### src/hdl/seqm_pkg.sv
package seqm_pkg;

    localparam int CHAR_W     = 8;
    localparam int POS_W      = 11;
    localparam int ICOUNT_W   = 3;
    localparam int CFG_IDX_W  = 3;
    localparam int CFG_DATA_W = 11;
    localparam int CHAR_SLOTS = 4;

    localparam logic [CHAR_W-1:0] CHAR_N    = 8'h4E;
    localparam logic [CHAR_W-1:0] CHAR_DOT  = 8'h2E;
    localparam logic [CHAR_W-1:0] CHAR_DASH = 8'h2D;
    localparam logic [CHAR_W-1:0] CHAR_NONE = 8'h00;

    localparam logic [ICOUNT_W-1:0] ICOUNT_RESET = 3'd3;

    typedef enum logic [CFG_IDX_W-1:0] {
        REG_START_POSITION = 3'd0,
        REG_COUNT_MODE     = 3'd1,
        REG_IGNORE_COUNT   = 3'd2,
        REG_IGNORE_CHAR_A  = 3'd3,
        REG_IGNORE_CHAR_B  = 3'd4,
        REG_IGNORE_CHAR_C  = 3'd5,
        REG_IGNORE_CHAR_D  = 3'd6
    } cfg_reg_t;

    localparam cfg_reg_t SLOT_REG [CHAR_SLOTS] = '{
        REG_IGNORE_CHAR_A, REG_IGNORE_CHAR_B, REG_IGNORE_CHAR_C, REG_IGNORE_CHAR_D
    };

    localparam logic [CHAR_W-1:0] SLOT_RESET [CHAR_SLOTS] = '{
        CHAR_N, CHAR_DOT, CHAR_DASH, CHAR_NONE
    };

    typedef struct packed {
        logic [POS_W-1:0]                   start_position;
        logic                               count_mode;
        logic [ICOUNT_W-1:0]                ignore_count;
        logic [CHAR_SLOTS-1:0][CHAR_W-1:0]  ignore_char;
    } cfg_t;

endpackage

### src/hdl/sequence_mismatch_scanner.sv
// pipeline: an accepted item waits in the input register; its result moves into the
//   output register when that register is empty or out_ready is high
// throughput: one item per cycle when the output is not stalled; while a result waits
//   for out_ready one more item can enter the input register
// reset: rst_n clears the position and mismatch counters, the pipeline valid bits
//   and the configuration registers (start 0, index mode, ignore set N . -)
module sequence_mismatch_scanner #(
    parameter int MAX_LEN      = 1024,
    parameter int IGNORE_SLOTS = 4
) (
    input  logic                              clk,
    input  logic                              rst_n,
    input  logic                              cfg_we,
    input  logic [seqm_pkg::CFG_IDX_W-1:0]    cfg_index,
    input  logic [seqm_pkg::CFG_DATA_W-1:0]   cfg_data,
    input  logic                              in_valid,
    output logic                              in_ready,
    input  logic [seqm_pkg::CHAR_W-1:0]       ref_char,
    input  logic [seqm_pkg::CHAR_W-1:0]       read_char,
    input  logic                              seq_end,
    output logic                              out_valid,
    input  logic                              out_ready,
    output logic                              hit,
    output logic [seqm_pkg::POS_W-1:0]        position,
    output logic [seqm_pkg::POS_W-1:0]        total,
    output logic                              done_res
);
    import seqm_pkg::*;

    localparam int CW   = $clog2(MAX_LEN + 1);
    localparam int CMPW = (CW > POS_W) ? CW : POS_W;

    cfg_t cfg;

    logic              s1_valid_reg;
    logic [CHAR_W-1:0] s1_ref_reg;
    logic [CHAR_W-1:0] s1_read_reg;
    logic              s1_end_reg;

    logic [CW-1:0]     pos_reg;
    logic [CW-1:0]     tot_reg;
    logic [CW-1:0]     tot_next;

    logic              out_valid_reg;
    logic              hit_reg;
    logic [POS_W-1:0]  position_reg;
    logic [POS_W-1:0]  total_reg;
    logic              done_reg;

    logic              differs;
    logic              advance;
    logic              mis;
    logic              emit;
    logic [CMPW-1:0]   posn;

    seqm_cfg #(
        .IGNORE_SLOTS(IGNORE_SLOTS)
    ) u_cfg (
        .clk       (clk),
        .rst_n     (rst_n),
        .cfg_we    (cfg_we),
        .cfg_index (cfg_index),
        .cfg_data  (cfg_data),
        .cfg       (cfg)
    );

    seqm_match #(
        .IGNORE_SLOTS(IGNORE_SLOTS)
    ) u_match (
        .cfg       (cfg),
        .ref_char  (s1_ref_reg),
        .read_char (s1_read_reg),
        .differs   (differs)
    );

    assign advance  = s1_valid_reg && (!out_valid_reg || out_ready);
    assign in_ready = !s1_valid_reg || advance;

    always_comb
    begin
        mis = differs && (CMPW'(pos_reg) >= CMPW'(cfg.start_position));
        tot_next = tot_reg;
        if (mis && (tot_reg < CW'(MAX_LEN)))
        begin
            tot_next = tot_reg + CW'(1);
        end
        // position saturates once the counter has reached the limit
        if (pos_reg >= CW'(MAX_LEN))
        begin
            posn = CMPW'(MAX_LEN);
        end
        else
        begin
            posn = CMPW'(pos_reg) + CMPW'(1);
        end
        emit = (!cfg.count_mode && mis) || s1_end_reg;
    end

    always_ff @(posedge clk or negedge rst_n)
    begin
        if (!rst_n)
        begin
            s1_valid_reg <= 1'b0;
        end
        else if (in_ready)
        begin
            s1_valid_reg <= in_valid;
        end
    end

    always_ff @(posedge clk)
    begin
        if (in_valid && in_ready)
        begin
            s1_ref_reg  <= ref_char;
            s1_read_reg <= read_char;
            s1_end_reg  <= seq_end;
        end
    end

    always_ff @(posedge clk or negedge rst_n)
    begin
        if (!rst_n)
        begin
            pos_reg <= '0;
            tot_reg <= '0;
        end
        else if (advance)
        begin
            if (s1_end_reg)
            begin
                pos_reg <= '0;
                tot_reg <= '0;
            end
            else
            begin
                tot_reg <= tot_next;
                if (pos_reg < CW'(MAX_LEN))
                begin
                    pos_reg <= pos_reg + CW'(1);
                end
            end
        end
    end

    always_ff @(posedge clk or negedge rst_n)
    begin
        if (!rst_n)
        begin
            out_valid_reg <= 1'b0;
        end
        else if (advance)
        begin
            out_valid_reg <= emit;
        end
        else if (out_ready)
        begin
            out_valid_reg <= 1'b0;
        end
    end

    always_ff @(posedge clk)
    begin
        if (advance && emit)
        begin
            hit_reg   <= !cfg.count_mode && mis;
            done_reg  <= s1_end_reg;
            total_reg <= CMPW'(tot_next) > CMPW'(0) ? POS_W'(CMPW'(tot_next)) : '0;
            if (!cfg.count_mode && mis)
            begin
                position_reg <= posn[POS_W-1:0];
            end
            else
            begin
                position_reg <= '0;
            end
        end
    end

    assign out_valid = out_valid_reg;
    assign hit       = hit_reg;
    assign position  = position_reg;
    assign total     = total_reg;
    assign done_res  = done_reg;

endmodule

### src/hdl/seqm_cfg.sv
module seqm_cfg #(
    parameter int IGNORE_SLOTS = 4
) (
    input  logic                              clk,
    input  logic                              rst_n,
    input  logic                              cfg_we,
    input  logic [seqm_pkg::CFG_IDX_W-1:0]    cfg_index,
    input  logic [seqm_pkg::CFG_DATA_W-1:0]   cfg_data,
    output seqm_pkg::cfg_t                    cfg
);
    import seqm_pkg::*;

    // only slots that can ever be active get storage
    localparam int NUM_SLOTS = (IGNORE_SLOTS < CHAR_SLOTS) ? IGNORE_SLOTS : CHAR_SLOTS;

    logic [POS_W-1:0]    start_reg;
    logic                mode_reg;
    logic [ICOUNT_W-1:0] icount_reg;
    logic [CHAR_W-1:0]   char_reg [NUM_SLOTS];

    always_ff @(posedge clk or negedge rst_n)
    begin
        if (!rst_n)
        begin
            start_reg  <= '0;
            mode_reg   <= 1'b0;
            icount_reg <= ICOUNT_RESET;
        end
        else if (cfg_we)
        begin
            unique case (cfg_reg_t'(cfg_index))
                REG_START_POSITION: start_reg  <= cfg_data[POS_W-1:0];
                REG_COUNT_MODE:     mode_reg   <= cfg_data[0];
                REG_IGNORE_COUNT:   icount_reg <= cfg_data[ICOUNT_W-1:0];
                default:            ;
            endcase
        end
    end

    always_ff @(posedge clk or negedge rst_n)
    begin
        if (!rst_n)
        begin
            for (int k = 0; k < NUM_SLOTS; k++)
            begin
                char_reg[k] <= SLOT_RESET[k];
            end
        end
        else
        begin
            for (int k = 0; k < NUM_SLOTS; k++)
            begin
                if (cfg_we && (cfg_index == SLOT_REG[k]))
                begin
                    char_reg[k] <= cfg_data[CHAR_W-1:0];
                end
            end
        end
    end

    always_comb
    begin
        cfg.start_position = start_reg;
        cfg.count_mode     = mode_reg;
        cfg.ignore_count   = icount_reg;
        for (int k = 0; k < CHAR_SLOTS; k++)
        begin
            cfg.ignore_char[k] = '0;
        end
        for (int k = 0; k < NUM_SLOTS; k++)
        begin
            cfg.ignore_char[k] = char_reg[k];
        end
    end

endmodule

### src/hdl/seqm_match.sv
module seqm_match #(
    parameter int IGNORE_SLOTS = 4
) (
    input  seqm_pkg::cfg_t                cfg,
    input  logic [seqm_pkg::CHAR_W-1:0]   ref_char,
    input  logic [seqm_pkg::CHAR_W-1:0]   read_char,
    output logic                          differs
);
    import seqm_pkg::*;

    localparam int NUM_SLOTS = (IGNORE_SLOTS < CHAR_SLOTS) ? IGNORE_SLOTS : CHAR_SLOTS;

    logic ref_ignored;
    logic read_ignored;

    // slot k is active when ignore_count is above k; slots past NUM_SLOTS never are
    always_comb
    begin
        ref_ignored  = 1'b0;
        read_ignored = 1'b0;
        for (int k = 0; k < NUM_SLOTS; k++)
        begin
            if (cfg.ignore_count > ICOUNT_W'(k))
            begin
                if (cfg.ignore_char[k] == ref_char)
                begin
                    ref_ignored = 1'b1;
                end
                if (cfg.ignore_char[k] == read_char)
                begin
                    read_ignored = 1'b1;
                end
            end
        end
    end

    assign differs = (ref_char != read_char) && !ref_ignored && !read_ignored;

endmodule

### config.mk
export PLATFORM = sky130hd
export DESIGN_NAME = sequence_mismatch_scanner
export DESIGN_NICKNAME = d
export VERILOG_FILES = /design/src/hdl/seqm_pkg.sv /design/src/hdl/sequence_mismatch_scanner.sv /design/src/hdl/seqm_cfg.sv /design/src/hdl/seqm_match.sv
export SDC_FILE = /design/constraint.sdc
export NUM_CORES = 1
export LEC_CHECK = 0
export BUFFER_PORTS_ARGS = -buffer_cell sky130_fd_sc_hd__buf_2
export CAP_MARGIN = 0
export CORE_ASPECT_RATIO = 1.75
export CORE_MARGIN = 2
export CORE_UTILIZATION = 60
export CTS_CLUSTER_DIAMETER = 50
export DETAILED_ROUTE_END_ITERATION = 6
export GPL_ROUTABILITY_DRIVEN = 0
export GPL_TIMING_DRIVEN = 0
export PLACE_DENSITY_LB_ADDON = 0.1
export SLEW_MARGIN = 25
export SYNTH_ARGS = -nofsm -noshare
export SYNTH_HDL_FRONTEND = slang
export SYNTH_SLANG_ARGS = --single-unit
### constraint.sdc
create_clock -name clk -period 8.23 [get_ports clk]
set_input_delay 0.4115 -clock clk [delete_from_list [all_inputs] [get_ports clk]]
set_output_delay 0.4115 -clock clk [all_outputs]
set_load 0.05 [all_outputs]
### Yosys cells after proc, flatten, opt, wreduce, memory -nomap -nowiden

Index checks and enable logic that the tools add are counted.
W data, S select, Z words.

* add/subtract/negate cells: 2
* order comparisons: 9
* eq/ne operators: 15
* mux-type cells: 23
* bitwise gates (word level): 1
* reductions and logical operators: 28

Operator list (count)
* $eq A8 B8 Y1: 8
* $mux W11: 5
* $add A11 B1 Y11 const B: 2
* $lt A11 B11 Y1 const B: 2
* $mux W1: 18
* $logic_and A1 B1 Y1: 12
* $ge A11 B11 Y1: 1
* $ge A11 B11 Y1 const B: 1
* $gt A11 B1 Y1 const B: 1
* $eq A3 B3 Y1 const B: 3
* $ne A8 B8 Y1: 1
* $reduce_and A2 Y1: 4
* $eq A3 B2 Y1 const B: 2
* $gt A3 B1 Y1 const B: 2
* $gt A3 B2 Y1 const B: 2
* $logic_not A1 Y1: 5
* $reduce_bool A2 Y1: 2
* $eq A3 B1 Y1 const B: 1
* $logic_not A3 Y1: 1
* $logic_or A1 B1 Y1: 3
* $reduce_or A2 Y1: 1
* $not A1 Y1: 1

* bits in registers: 112
* output and inout port bits: 26
* word-level logic and storage cells: 97

### Depth between registers and ports, before layout

* depth after elaboration: 16
* mapped depth: 10

### Hierarchy

A second synthesis with hierarchy kept.

* cells, all modules: 499
* area total of the unflattened synthesis: 5957.0 um^2

Modules (own cells, without submodules)
* sequence_mismatch_scanner: instances 1, cells each 275, area an instance 3190.6 um^2, seq. area each 1831.8 um^2
* seqm_cfg: instances 1, cells each 105, area an instance 1843.0 um^2, seq. area each 1193.6 um^2
* seqm_match: instances 1, cells each 119, area an instance 923.4 um^2, seq. area each 0.0 um^2

### Least setup slack after synthesis

No wires, ideal clock.

* kind: reg-to-reg
* start: register pos_reg[0]
* end: register done_reg (netlist: done_res) (enable)
* setup time: 405 ps
* arrival: 2868 ps
* data required time: 7825 ps
* path slack: 4957 ps
* cell stages (with the launch flop): 10
* cells stage by stage: dfrtp_1 > inv_1 > ha_1 > nor2b_1 > o21ai_0 > a21oi_1 > o21a_1 > or2_2 > o31a_1 > nor2_1

* word-level cells in the longest chain between the ends: 5

RTL lines
* from (decl): RTL line sequence_mismatch_scanner.sv:40 `logic [CW-1:0] pos_reg;`
* from (signal assigned): RTL line sequence_mismatch_scanner.sv:140 `pos_reg <= pos_reg + CW'(1);`
* $ge A11 B11 Y1: RTL line sequence_mismatch_scanner.sv:81 `mis = differs && (CMPW'(pos_reg) >= CMPW'(cfg.start_position));`
* $logic_and A1 B1 Y1: RTL line sequence_mismatch_scanner.sv:81
* $logic_and A1 B1 Y1: RTL line sequence_mismatch_scanner.sv:96 `emit = (!cfg.count_mode && mis) || s1_end_reg;`
* $logic_or A1 B1 Y1: RTL line sequence_mismatch_scanner.sv:96
* $logic_and A1 B1 Y1: RTL line sequence_mismatch_scanner.sv:164 `if (advance && emit)`
* to (signal assigned): RTL line sequence_mismatch_scanner.sv:167 `done_reg <= s1_end_reg;`
* to (decl): RTL line sequence_mismatch_scanner.sv:48 `logic done_reg;`

Every way passes these cells.
A chain may end at the register's enable or synchronous reset.

### Final worst setup path

* start: register pos_reg[0]
* end: register total_reg[3] (netlist: total[3]) (enable)

* word-level cells in the longest chain between the ends: 5

RTL lines
* $ge A11 B11 Y1: RTL line sequence_mismatch_scanner.sv:81
* $logic_and A1 B1 Y1: RTL line sequence_mismatch_scanner.sv:81
* $logic_and A1 B1 Y1: RTL line sequence_mismatch_scanner.sv:96
* $logic_or A1 B1 Y1: RTL line sequence_mismatch_scanner.sv:96
* $logic_and A1 B1 Y1: RTL line sequence_mismatch_scanner.sv:164
* to (signal assigned): RTL line sequence_mismatch_scanner.sv:168 `total_reg <= CMPW'(tot_next) > CMPW'(0) ? POS_W'(CMPW'(tot_next)) : '0;`
* to (decl): RTL line sequence_mismatch_scanner.sv:47 `logic [POS_W-1:0] total_reg;`

Every way passes these cells.

==> flow_summary.toml <==
[finish]
nFillCells = 737
seq_area_sq_mm = 0.003025
area_growth_pct = 12.93
drive_gt1_frac = 0.2742
antenna_cells = 0
largest_register_ffs = 32
finalNonFillerCells = 734
multi_input_area_sq_mm = 0.002739
num-nets-final = 654
postLayoutCellArea_sq_mm = 0.006798

[sta]
tns_ns = 0
rsz0062_at_grt = "false"
period_minus_slack_ns = 3.154
fin_crit_sh = 0.3832
worstMarginPinSlew_ns = 0.9149
max_freq_mhz = 317.1
hold_viol = 0
drv_slew = 0
slew_headroom = 0.3901
finalSetupViolations = 0
clock_skew_ns = 0.008676

[global_routing]
grt_pass1_vias = 4437
grt.overflow.total = 0
grt_max_degree = 54
antenna_found_initial = 0
grt_usage = 0.2686
grt_pass1_wl_um = 21760

[clock_network]
cts_buffers = 9
insertion_delay_ns = 0.36
htree_levels = 3
root_buffer = "clkbuf_16"
cts_resized = 0
tritoncts = "yes"
post_cts_buffers = 0
cts_hold_buf = 1
cts_buffer_depth = 2
cts.sinks = 112
cts.reportedPaths.clkPinSlew_ns = 0.07

[die]
core_sq_mm = 0.009789
initial_core_util = 0.6149
dieArea_sq_mm = 0.01088
die-width_um = 79.72
std_cell_rows = 48
ioPinCount = 62
dieHeight_um = 136.5

[placed_design]
dp.cells = 717
dp_hpwl_um = 10100
place_area_sq_mm = 0.006514
io_buffers = 59

[synthesis]
yosysMostFrequentCell = "dfrtp_1"
synth_nets = 582
synth_cell_type_count = 58
yosys.area.top_type = "dfrtp_1"
seq_area_frac_synth = 0.5026
syn_inst = 532
synthTopCellsByArea = "dfrtp_1 24%, edfxtp_1 20%, xnor2_1 7.3%, mux2_2 7.1%, dfstp_2 6.1%"
ys_warn_count = 0
synth-main-ff-cell = "dfrtp_1"
synth_seq_cells = 112
avgSynthCellArea_sq_um = 11.31
syn_area_sq_mm = 0.006020
synth_edf_count = 41
async_flop_share = 0.6339
synth_commonest_cells = "57 x dfrtp_1, 50 x xnor2_1, 41 x edfxtp_1"
synth.top_cell.area_share = 0.2370

[detailed_routing]
wl_per_cell_um = 18.41
vias = 4351
avgViaCountPerCell = 5.928
drc_errors = 0
firstDrtPassIters = 5
postRouteAntennaNets = 0
drt_iter0_markers = 255
totalWireLength_um = 13520

[setup_path]
path_buf_inv = 1
crit_slowest_cell = "nor2_4"
cp_top_family = "simple AND/OR/NAND/NOR gates"
crit_chain = "inv_1, ha_1, nor2b_1, o21ai_0, a21oi_1, o21a_1, or2_2, o31a_1, nor2_4"
crit_fanout = 24
critPathMaxStageDelay_ns = 0.52
critical_path_class = "reg2reg"
endpoint_kind = "flip-flop"
startpoint_type = "flip-flop"
crit_path_start = "pos_reg[0]$_DFFE_PN0P_"
required_ns = 8.22
r2r-start = "pos_reg[0]$_DFFE_PN0P_"
cp.arrival_ns = 3.15

[flow_run]
maxCapViolations = 0

[pwr]
powerDensity_mw_per_mm2 = 221.9
p_leak_nw = 2.807
ir_worst_vdd_mv = 0.1716

[worst_hold_path]
min_from = "ref_char[2]"
hold_path.class = "in2reg"

[outcome]
status = "completed"
report_power, final:
part	internal, W	switching, W
Sequential	0.000673	0.0000763
Clock	0.000207	0.000203
Combinational	0.000148	0.000200
Total	0.00103	0.000480
path summary, 6_finish.rpt:
path	end	depth (start not counted)	slack (ns)
max	total[3]$_SDFFCE_PP0P_	9	5.08
min	s1_ref_reg[2]$_DFFE_PP_	1	0.22
max reg2reg	total[3]$_SDFFCE_PP0P_	9	5.08
min reg2reg	done_res$_DFFE_PP_	0	0.45
max in group asynchronous	u_cfg.cfg[21]$_DFFE_PN1P_	3	7.15
min in group asynchronous	u_cfg.cfg[27]$_DFFE_PN0P_	2	0.47
cell type report:
| type | count | share of cell area |
|---|---|---|
| buffer | 29 | 0.02669 |
| clock buffer | 10 | 0.03368 |
| clock inverter | 6 | 0.006626 |
| inverter | 23 | 0.01270 |
| multi-input combinational | 368 | 0.4029 |
| sequential | 112 | 0.4451 |
| tap | 125 | 0.02301 |
| timing repair buffer | 61 | 0.04933 |
cells by family (layout without fill, tap and decap cells):
kind of cell / count (synthesis) / count (layout) / synth area share
AND/OR/NAND/NOR: 156 / 156 / 0.1440
flip-flops: 112 / 112 / 0.5026
XOR/XNOR: 89 / 89 / 0.1295
AO/OA/AOI/OAI: 71 / 71 / 0.07920
buffers and inverters: 52 / 129 / 0.04448
multiplexers: 38 / 38 / 0.07109
adder cells (fa/ha/maj): 14 / 14 / 0.02910
per-stage QoR:
| stage | total power, W | hold slack, ns | setup WS, ns | util |
|---|---|---|---|---|
| detailed placement | 0.001102 | 0.3166 | 5.021 | 0.6654 |
| floorplan | 0.0009921 | 0.1159 | 4.957 | - |
| finish | 0.001508 | 0.2219 | 5.076 | 0.6944 |
| global route | 0.001578 | 0.2207 | 4.912 | 0.6944 |
| CTS | 0.001511 | 0.2242 | 5.006 | 0.6944 |
| global placement | 0.001084 | 0.4300 | 4.309 | 0.6610 |
worst register-to-register path, cell delays in order, from the launching register on:
cell and delay, ns:
dfrtp_1 0.43, inv_1 0.09, ha_1 0.28, nor2b_1 0.05
o21ai_0 0.22, a21oi_1 0.12, o21a_1 0.34, or2_2 0.42
o31a_1 0.30, nor2_4 0.52
metal layers:
layer,GRT usage,vias to the layer above,share of wire
met4,0.1820,0,0.061
met5,0,-,0
met1,0.2804,2091,0.35
met3,0.03430,57,0.044
li1,-,2026,-
met2,0.4893,177,0.54
cells in the final DEF (no fill, tap or decap), types with 11 or more instances in the layout:
master	count
buf_2	59
dfrtp_1	57
xnor2_1	50
edfxtp_1	41
xor2_1	39
mux2_2	38
nand2_1	34
o21ai_0	27
inv_1	23
nor3_1	20
nand3_1	17
buf_4	16
ha_1	14
dfstp_2	14
a21oi_1	13
clkbuf_1	12
nor2_1	11
No activity file was read; power rests on OpenSTA's default activity.
